==> config.mk <==
export PLATFORM = sky130hd
export DESIGN_NAME = priority_schedule_wait_times_unit
export DESIGN_NICKNAME = d
export VERILOG_FILES = /design/src/sv/psw_pkg.sv /design/src/sv/psw_cell.sv /design/src/sv/psw_out.sv /design/src/sv/priority_schedule_wait_times_unit.sv
export SDC_FILE = /design/constraint.sdc
export NUM_CORES = 1
export LEC_CHECK = 0
export BUFFER_PORTS_ARGS = -buffer_cell sky130_fd_sc_hd__buf_2
export CORE_MARGIN = 2
export CORE_UTILIZATION = 70
export CTS_BUF_LIST = sky130_fd_sc_hd__clkbuf_8
export CTS_CLUSTER_DIAMETER = 60
export CTS_CLUSTER_SIZE = 20
export DETAILED_ROUTE_END_ITERATION = 10
export GPL_TIMING_DRIVEN = 1
export PLACE_DENSITY_LB_ADDON = 0.15
export RECOVER_POWER = 25
export SKIP_LAST_GASP = 1
export SLEW_MARGIN = 30
export SYNTH_ARGS = -nofsm -noshare
export SYNTH_HDL_FRONTEND = slang
export SYNTH_SLANG_ARGS = --single-unit
==> constraint.sdc <==
create_clock -name aclk -period 7.05 [get_ports aclk]
set_input_delay 1.41 -clock aclk [delete_from_list [all_inputs] [get_ports aclk]]
set_output_delay 1.41 -clock aclk [all_outputs]
set_load 0.02 [all_outputs]
==> src/sv/psw_pkg.sv <==
// Shared types, widths and helpers of the priority scheduling unit.
// Depends on nothing; used by the cell, the output stage and the top level.
package psw_pkg;

    localparam int MAX_PROCS_DEF = 16;
    localparam int BURST_W       = 16;
    localparam int PRIO_W        = 8;
    localparam int IDX_W         = 4;
    localparam int TIME_W        = 20;
    localparam logic [TIME_W-1:0] TIME_MAX = {TIME_W{1'b1}};

    typedef struct packed {
        logic [BURST_W-1:0] burst;
        logic [PRIO_W-1:0]  prio;
        logic [IDX_W-1:0]   idx;
    } job_t;

    typedef struct packed {
        logic ins;
        logic shift;
    } cell_ctrl_t;

    function automatic logic [TIME_W-1:0] sat_add(input logic [TIME_W-1:0] a,
                                                  input logic [BURST_W-1:0] b);
        logic [TIME_W:0] s;
        s = {1'b0, a} + {{(TIME_W + 1 - BURST_W){1'b0}}, b};
        return s[TIME_W] ? TIME_MAX : s[TIME_W-1:0];
    endfunction

endpackage

==> src/sv/psw_cell.sv <==
// One cell of the sorted job chain: holds one job and its valid bit.
// Depends on psw_pkg.
module psw_cell (
    input  logic                aclk,
    input  logic                aresetn,
    input  psw_pkg::cell_ctrl_t ctrl,
    input  psw_pkg::job_t       new_job,
    input  psw_pkg::job_t       left_job,
    input  logic                left_valid,
    input  logic                left_disp,
    input  psw_pkg::job_t       right_job,
    input  logic                right_valid,
    output psw_pkg::job_t       job,
    output logic                valid,
    output logic                disp
);
    import psw_pkg::*;

    job_t job_reg, job_next;
    logic valid_reg, valid_next;

    // Strictly greater keeps equal priorities in arrival order.
    assign disp = !valid_reg || (job_reg.prio > new_job.prio);

    always_comb begin
        job_next   = job_reg;
        valid_next = valid_reg;
        if (ctrl.ins && disp) begin
            if (left_disp) begin
                job_next   = left_job;
                valid_next = left_valid;
            end else begin
                job_next   = new_job;
                valid_next = 1'b1;
            end
        end else if (ctrl.shift) begin
            job_next   = right_job;
            valid_next = right_valid;
        end
    end

    always_ff @(posedge aclk) begin
        if (!aresetn) begin
            valid_reg <= 1'b0;
        end else begin
            valid_reg <= valid_next;
        end
        job_reg <= job_next;
    end

    assign job   = job_reg;
    assign valid = valid_reg;

endmodule

==> src/sv/psw_out.sv <==
// Output stage: accumulates waiting time and holds the result beat.
// Depends on psw_pkg.
module psw_out (
    input  logic                   aclk,
    input  logic                   aresetn,
    input  logic                   pop,
    input  psw_pkg::job_t          head_job,
    input  logic                   head_last,
    input  logic                   set_ovf,
    output logic                   m_axis_tvalid,
    input  logic                   m_axis_tready,
    output logic [71:0]            m_axis_tdata,  // job_index, job_burst, job_prio,
                                                  // wait_time, turnaround, zero pad
    output logic                   m_axis_tuser,  // overflow
    output logic                   m_axis_tlast   // last_result
);
    import psw_pkg::*;

    logic              valid_reg, valid_next;
    logic [TIME_W-1:0] acc_reg, acc_next;
    logic [TIME_W-1:0] wait_reg, turn_reg;
    logic [TIME_W-1:0] turn_calc;
    job_t              job_reg;
    logic              ovf_reg, last_reg;

    assign turn_calc = sat_add(acc_reg, head_job.burst);

    always_comb begin
        valid_next = valid_reg;
        acc_next   = acc_reg;
        if (pop) begin
            valid_next = 1'b1;
            acc_next   = head_last ? '0 : turn_calc;
        end else if (m_axis_tready) begin
            valid_next = 1'b0;
        end
    end

    always_ff @(posedge aclk) begin
        if (!aresetn) begin
            valid_reg <= 1'b0;
            acc_reg   <= '0;
        end else begin
            valid_reg <= valid_next;
            acc_reg   <= acc_next;
        end
        if (pop) begin
            job_reg  <= head_job;
            wait_reg <= acc_reg;
            turn_reg <= turn_calc;
            ovf_reg  <= set_ovf;
            last_reg <= head_last;
        end
    end

    assign m_axis_tvalid = valid_reg;
    assign m_axis_tdata  = {4'b0, turn_reg, wait_reg, job_reg.prio, job_reg.burst, job_reg.idx};
    assign m_axis_tuser  = ovf_reg;
    assign m_axis_tlast  = last_reg;

endmodule

==> src/sv/priority_schedule_wait_times_unit.sv <==
// Top level of the nonpreemptive priority scheduling unit.
// Depends on psw_pkg, psw_cell and psw_out.
//
//  channel   direction  tdata                     tuser     tlast
//  s_axis    in         burst, prio               -         last_job
//  m_axis    out        index, burst, prio,       overflow  last_result
//                       wait, turnaround
//
// Each job that fits is inserted into the sorted cell chain, one job per cycle while
// s_axis_tready is high. After the final job, the chain shifts out one result per
// cycle into the output register while that register is free; s_axis_tready is low
// from the final job until the last result has left the chain.
// A stalled m_axis holds the chain; reset clears the valid bits, count and flags.
module priority_schedule_wait_times_unit #(
    parameter int MAX_PROCS = psw_pkg::MAX_PROCS_DEF
) (
    input  logic        aclk,
    input  logic        aresetn,
    input  logic        s_axis_tvalid,
    output logic        s_axis_tready,
    input  logic [23:0] s_axis_tdata,   // burst, prio
    input  logic        s_axis_tlast,   // last_job
    output logic        m_axis_tvalid,
    input  logic        m_axis_tready,
    output logic [71:0] m_axis_tdata,   // job_index, job_burst, job_prio,
                                        // wait_time, turnaround, zero pad
    output logic        m_axis_tuser,   // overflow
    output logic        m_axis_tlast    // last_result
);
    import psw_pkg::*;

    localparam int CNT_W = $clog2(MAX_PROCS + 1);

    logic [CNT_W-1:0] count_reg, count_next;
    logic             ovf_reg, ovf_next;
    logic             set_ovf_reg, set_ovf_next;
    logic             drain_reg, drain_next;

    logic             s_hs, full, pop, head_last;
    logic [CNT_W+3:0] count_ext;
    job_t             new_job;
    cell_ctrl_t       ctrl;

    job_t             cell_job   [MAX_PROCS];
    logic             cell_valid [MAX_PROCS];
    logic             cell_disp  [MAX_PROCS];

    assign s_axis_tready = !drain_reg;
    assign s_hs          = s_axis_tvalid && s_axis_tready;
    assign full          = (count_reg == CNT_W'(MAX_PROCS));
    assign count_ext     = {4'b0, count_reg};

    assign new_job.burst = s_axis_tdata[15:0];
    assign new_job.prio  = s_axis_tdata[23:16];
    assign new_job.idx   = count_ext[3:0];

    assign pop       = drain_reg && cell_valid[0] && (!m_axis_tvalid || m_axis_tready);
    assign head_last = !cell_valid[1];

    assign ctrl.ins   = s_hs && !full;
    assign ctrl.shift = pop;

    for (genvar i = 0; i < MAX_PROCS; i++) begin : g_cell
        job_t lj, rj;
        logic lv, ld, rv;
        if (i == 0) begin : g_first
            assign lj = '0;
            assign lv = 1'b0;
            assign ld = 1'b0;
        end else begin : g_mid
            assign lj = cell_job[i-1];
            assign lv = cell_valid[i-1];
            assign ld = cell_disp[i-1];
        end
        if (i == MAX_PROCS - 1) begin : g_end
            assign rj = '0;
            assign rv = 1'b0;
        end else begin : g_inner
            assign rj = cell_job[i+1];
            assign rv = cell_valid[i+1];
        end
        psw_cell u_cell (
            .aclk        (aclk),
            .aresetn     (aresetn),
            .ctrl        (ctrl),
            .new_job     (new_job),
            .left_job    (lj),
            .left_valid  (lv),
            .left_disp   (ld),
            .right_job   (rj),
            .right_valid (rv),
            .job         (cell_job[i]),
            .valid       (cell_valid[i]),
            .disp        (cell_disp[i])
        );
    end

    always_comb begin
        count_next   = count_reg;
        ovf_next     = ovf_reg;
        set_ovf_next = set_ovf_reg;
        drain_next   = drain_reg;
        if (s_hs) begin
            if (s_axis_tlast) begin
                count_next   = '0;
                ovf_next     = 1'b0;
                set_ovf_next = ovf_reg || full;
                drain_next   = 1'b1;
            end else if (full) begin
                ovf_next = 1'b1;
            end else begin
                count_next = CNT_W'(count_reg + 1'b1);
            end
        end else if (pop && head_last) begin
            drain_next = 1'b0;
        end
    end

    always_ff @(posedge aclk) begin
        if (!aresetn) begin
            count_reg   <= '0;
            ovf_reg     <= 1'b0;
            set_ovf_reg <= 1'b0;
            drain_reg   <= 1'b0;
        end else begin
            count_reg   <= count_next;
            ovf_reg     <= ovf_next;
            set_ovf_reg <= set_ovf_next;
            drain_reg   <= drain_next;
        end
    end

    psw_out u_out (
        .aclk          (aclk),
        .aresetn       (aresetn),
        .pop           (pop),
        .head_job      (cell_job[0]),
        .head_last     (head_last),
        .set_ovf       (set_ovf_reg),
        .m_axis_tvalid (m_axis_tvalid),
        .m_axis_tready (m_axis_tready),
        .m_axis_tdata  (m_axis_tdata),
        .m_axis_tuser  (m_axis_tuser),
        .m_axis_tlast  (m_axis_tlast)
    );

endmodule

-- Word level (Yosys, flattened, before mapping)
Cells that the tools add are included.
- register bits after elaboration: 563
- input port bits: 29
- word-level logic and storage cells: 284
- add/sub/neg operators: 2
- magnitude comparators: 16
- equality and inequality tests: 3
- multiplexer cells: 105
- reductions and logical operators: 81
- operators with widths (cell ; count):
    28-bit 2-to-1 mux ; 47
    8-bit greater-than comparator ; 16
    1-bit 2-to-1 mux ; 54
    20-bit 2-to-1 mux ; 2
    2-bit nonzero test ; 19
    20-bit by 16-bit adder with 21-bit output ; 1
    1-bit logical AND ; 21
    1-bit logical NOT ; 19
    1-bit logical OR ; 18
    5-bit 2-to-1 mux ; 2
    2-bit AND reduction ; 4
    5-bit by 1-bit adder with 5-bit output (second input constant) ; 1
    5-bit == test (second input constant) ; 1
    2-bit inequality test (second input constant) ; 2

-- Logic depth before layout (Yosys ltp)
- word-level depth: 6
- depth in mapped cells: 12

-- By module
From an unflattened synthesis, not the netlist that was laid out.
- cell total of the unflattened synthesis: 2562
- area, all modules: 35061.1 µm²
- by module, submodules not included (module ; times used ; cells an instance ; area an instance (µm²) ; seq. area each (µm²)):
    psw_cell ; 16 ; 139 ; 1924.3 ; 860.8
    psw_out ; 1 ; 281 ; 3822.4 ; 2522.4
    priority_schedule_wait_times_unit ; 1 ; 57 ; 449.2 ; 160.2

-- Worst setup path before layout
Ideal clock, no wire load.
- path type: input port to flip-flop
- start point: input m_axis_tready
- end point: register g_cell[14].u_cell.job_reg, in the netlist g_cell[14].u_cell.job[0], enable pin
- data arrival time: 4.705 ns
- slack: 1.974 ns
- stages on the path: 5
- buffers on the path: 1
- path through: nand2b_1 nand3_1 inv_1 clkbuf_1 or2_2
- word-level cells in the longest chain between the ends: 3
- ends and longest elaborated chain (item ; line ; RTL):
    from (decl) ; priority_schedule_wait_times_unit.sv:24 ; input logic m_axis_tready,
    1-bit logical OR ; priority_schedule_wait_times_unit.sv:57 ; assign pop = drain_reg && cell_valid[0] && (!m_axis_tvalid || m_axis_tready);
    1-bit logical AND ; priority_schedule_wait_times_unit.sv:57 ;
    named net pop ; priority_schedule_wait_times_unit.sv:39 ; logic s_hs, full, pop, head_last;
    2-bit nonzero test (no source line) ; n/a ;
    to (signal assigned) ; psw_cell.sv:48 ; job_reg <= job_next;
    to (decl) ; psw_cell.sv:19 ; job_t job_reg, job_next;
The timed path passes the listed nets, and every way through them passes these cells.
A chain may end at the register's enable or synchronous reset.

-- Worst setup path in the final report
- start point: register count_reg[1]
- end point: register g_cell[13].u_cell.job_reg, in the netlist g_cell[13].u_cell.job[22], enable pin
- word-level cells in the longest chain between the ends: 5
- ends and longest elaborated chain (item ; line ; RTL):
    from (decl) ; priority_schedule_wait_times_unit.sv:34 ; logic [CNT_W-1:0] count_reg, count_next;
    from (signal assigned) ; priority_schedule_wait_times_unit.sv:126 ; count_reg <= count_next;
    5-bit == test ; priority_schedule_wait_times_unit.sv:50 ; assign full = (count_reg == CNT_W'(MAX_PROCS));
    1-bit logical NOT ; priority_schedule_wait_times_unit.sv:60 ; assign ctrl.ins = s_hs && !full;
    1-bit logical AND ; priority_schedule_wait_times_unit.sv:60 ;
    1-bit logical AND ; psw_cell.sv:28 ; if (ctrl.ins && disp) begin
    2-bit nonzero test (no source line) ; n/a ;
    to (signal assigned) ; psw_cell.sv:48 ;
    to (decl) ; psw_cell.sv:19 ;
No other way between the ends.

==> flow_metrics.env <==
export IMPL_status="complete, but fails checks"
export IMPL_violations="capacitance limit, slew limit"
export IMPL_cts_resized=0
export IMPL_fin_tns_setup_ns=0
export IMPL_cts_max_path_buffers=3
export IMPL_grt_start_max_net_pins=64
export IMPL_syn_area_per_cell_um2=11.3
export IMPL_worstMarginPinSlew_ns=3.12
export IMPL_fp_dieH_um=212
export IMPL_critPathSlowestCell="clkbuf_1"
export IMPL_post_route_drc_count=0
export IMPL_min_path_type="register to register"
export IMPL_max_cap_violations=3
export IMPL_start_util_pct=70.7
export IMPL_antenna_found_initial=0
export IMPL_relSlewSlack_pct=-108
export IMPL_cts_buffers=42
export IMPL_nNetsFinal=2861
export IMPL_ys_types=68
export IMPL_combPwrFrac_pct=21.0
export IMPL_synth_top_area_share_pct=51.2
export IMPL_rows=76
export IMPL_place_gp_congestion=0.942
export IMPL_root_buffer="clkbuf_8"
export IMPL_power_clock_fraction_pct=22.9
export IMPL_synth_edf_count=518
export IMPL_hold_ws_ns=0.481
export IMPL_path_max_fanout=59
export IMPL_pre_cts_ws_ns=2.14
export IMPL_slew_viol_final=126
export IMPL_cp_cell_sequence="inv_1, ha_1, nand4bb_1, and2_0, clkbuf_1, nand2_1, buf_4, nand2_1, buf_4"
export IMPL_cp_top_family="buffers and inverters"
export IMPL_yosysTopAreaCell="edfxtp_1"
export IMPL_final_min_clock_period_ns=5.43
export IMPL_post_cts_buffers=0
export IMPL_place_hpwl_um=50700
export IMPL_wire_per_inst_um=21.9
export IMPL_syn_inst=2693
export IMPL_track_usage_pct=32.2
export IMPL_clkTransAtPathRegs_ns=0.11
export IMPL_timing_fmax_mhz=184
export IMPL_power_switching_mw=2.59
export IMPL_hold_buffers=0
export IMPL_path_buf_inv=4
export IMPL_n_antenna_cell=0
export IMPL_largest_reg_flops=448
export IMPL_pin_count=105
export IMPL_drive_gt1_share_pct=6.88
export IMPL_die_area_mm2=0.0451
export IMPL_synth_seq_area_share_pct=54.1
export IMPL_seq_power_share_pct=56.1
export IMPL_ys_flop_type="edfxtp_1"
export IMPL_cts_sinks=563
export IMPL_start_kind="register"
export IMPL_vias_per_cell=6.44
export IMPL_powerDensity_mw_per_mm2=257
export IMPL_netlist_area_mm2=0.0304
export IMPL_max_vdd_ir_drop_uv=185
export IMPL_cp_end_kind="register"
export IMPL_cp_arrival_ns=5.74
export IMPL_area_delta_synth_final_pct=5.26
export IMPL_required_ns=7.36
export IMPL_fin_worst_skew_ns=0.0324
export IMPL_finalCritPeriodShare_pct=77.1
export IMPL_htree_num_levels=2
export IMPL_p_int_mw=5.62
export IMPL_first_iter_violations=2446
export IMPL_switching_share_pct=31.6
export IMPL_ys_ff_latch=563
export IMPL_crit_type="register to register"
export IMPL_clock_latency_ns=0.67
export IMPL_p_leak_nw=14.1
export IMPL_core_mm2=0.0430
export IMPL_final_util_pct=74.4
export IMPL_synthArstFlopShare_pct=0
export IMPL_numPortBuffers=100
export IMPL_yosysWarningCount=0
export IMPL_finalSetupViolCount=0
export IMPL_dr_total_vias=21300
export IMPL_fin_ws_ns=1.62
export IMPL_grt_overflow=0
export IMPL_netlist_top_cells_area="edfxtp_1 51%, mux2i_1 14%, ha_1 6.0%"
export IMPL_antenna_left=0
export IMPL_cts_tree="built"
export IMPL_hold_viol_final=0
export IMPL_dieWidth_um=212
export IMPL_slowest_delay_ns=1.53
export IMPL_grt_pass1_wl_um=114000
export IMPL_drt_total_wl_um=72400
export IMPL_grt_pass1_vias=20500
export IMPL_first_pass_iters=6
export IMPL_grt_setup_unrepaired="false"
-- synth_stat cells, drive strengths merged (18+ instances only) --
| cell type | n |
|---|---|
| edfxtp | 518 |
| o21ai | 407 |
| a21oi | 156 |
| inv | 41 |
| nand4 | 36 |
| dfxtp | 45 |
| buf | 83 |
| mux2 | 28 |
| nand2 | 459 |
| mux2i | 414 |
| clkbuf | 110 |
| ha | 146 |
| nor2b | 18 |
| nor2 | 78 |
-- cells by family (layout without fill, tap and decap cells) --
family                   count (synthesis)  in the layout  synth area share, %
AO/OA/AOI/OAI                          659            659                 12.2
AND/OR/NAND/NOR                        626            626                 8.62
flip-flops                             563            563                 54.1
multiplexers                           442            442                 14.7
buffers and inverters                  235            257                 3.65
adder cells (fa/ha/maj)                147            147                 6.08
XOR/XNOR                                20             20                0.576
other                                    1              4               0.0123
-- cell type report --
| type | count | area (um^2) |
|---|---|---|
| Multi-Input combinational cell | 1898 | 13000 |
| Inverter | 42 | 159 |
| Clock buffer | 43 | 592 |
| Fill cell | 3014 | 11000 |
| Tap cell | 585 | 732 |
| Sequential cell | 563 | 16500 |
| Clock inverter | 34 | 317 |
| Timing Repair Buffer | 138 | 778 |
-- per-layer routing --
layer / vias up / track usage (%) / share of wire, %
met2: 980 / 52.5 / 47
met3: 140 / 4.00 / 8.4
met4: 0 / 10.3 / 2.5
met1: 10300 / 45.4 / 42
met5: - / 0 / 0
li1: 9877 / - / -
-- worst paths after layout --
path	start	to	slack, ns	cells after the start
worst max-delay path	count_reg[1]	g_cell[13].u_cell.job[22]	1.62	9
worst min-delay path	set_ovf_reg	u_out.m_axis_tuser	0.48	0
worst max register to register	count_reg[1]	g_cell[13].u_cell.job[22]	1.62	9
worst min register to register	set_ovf_reg	u_out.m_axis_tuser	0.48	0
-- metrics by stage --
stage	instance area, um^2	total power [mW]	cells
after floorplan	30400	5.81	2696
after global placement	31100	6.26	3221
after detailed placement	31200	6.37	3226
after CTS	32100	8.20	3303
after global routing	32000	8.56	3303
final	32000	8.21	3303
-- worst reg2reg max path: stages, from the launching register on --
cell and delay (ns):
dfxtp_1 0.93, inv_1 0.40, ha_1 0.34, nand4bb_1 0.14
and2_0 0.48, clkbuf_1 1.53, nand2_1 0.17, buf_4 0.42
nand2_1 0.23, buf_4 0.42
-- cells in the final DEF, fill, tap and decap left out, types with 13 or more instances in the layout --
cell type / instances
mux2_1: 19
clkbuf_8: 43
dfxtp_1: 44
buf_4: 29
a22o_1: 17
edfxtp_1: 518
inv_1: 48
o21ai_1: 62
buf_2: 26
a21oi_1: 151
nand2_1: 445
nand4_1: 36
nor2_1: 78
xnor2_1: 14
nor2b_1: 18
o211ai_1: 15
nand3_1: 13
mux2i_1: 414
ha_1: 146
clkbuf_1: 78
o21ai_0: 335
-- power by group through the flow --
| stage | logic [mW] | clock network, mW | registers, mW |
|---|---|---|---|
| floorplan | 1.29 | 0 | 4.52 |
| global placement | 1.60 | 0 | 4.65 |
| detailed placement | 1.70 | 0 | 4.67 |
| CTS | 1.71 | 1.90 | 4.59 |
| global route | 1.92 | 1.99 | 4.65 |
| finish | 1.73 | 1.88 | 4.61 |
Note: power is estimated with default switching activity, not from simulation.
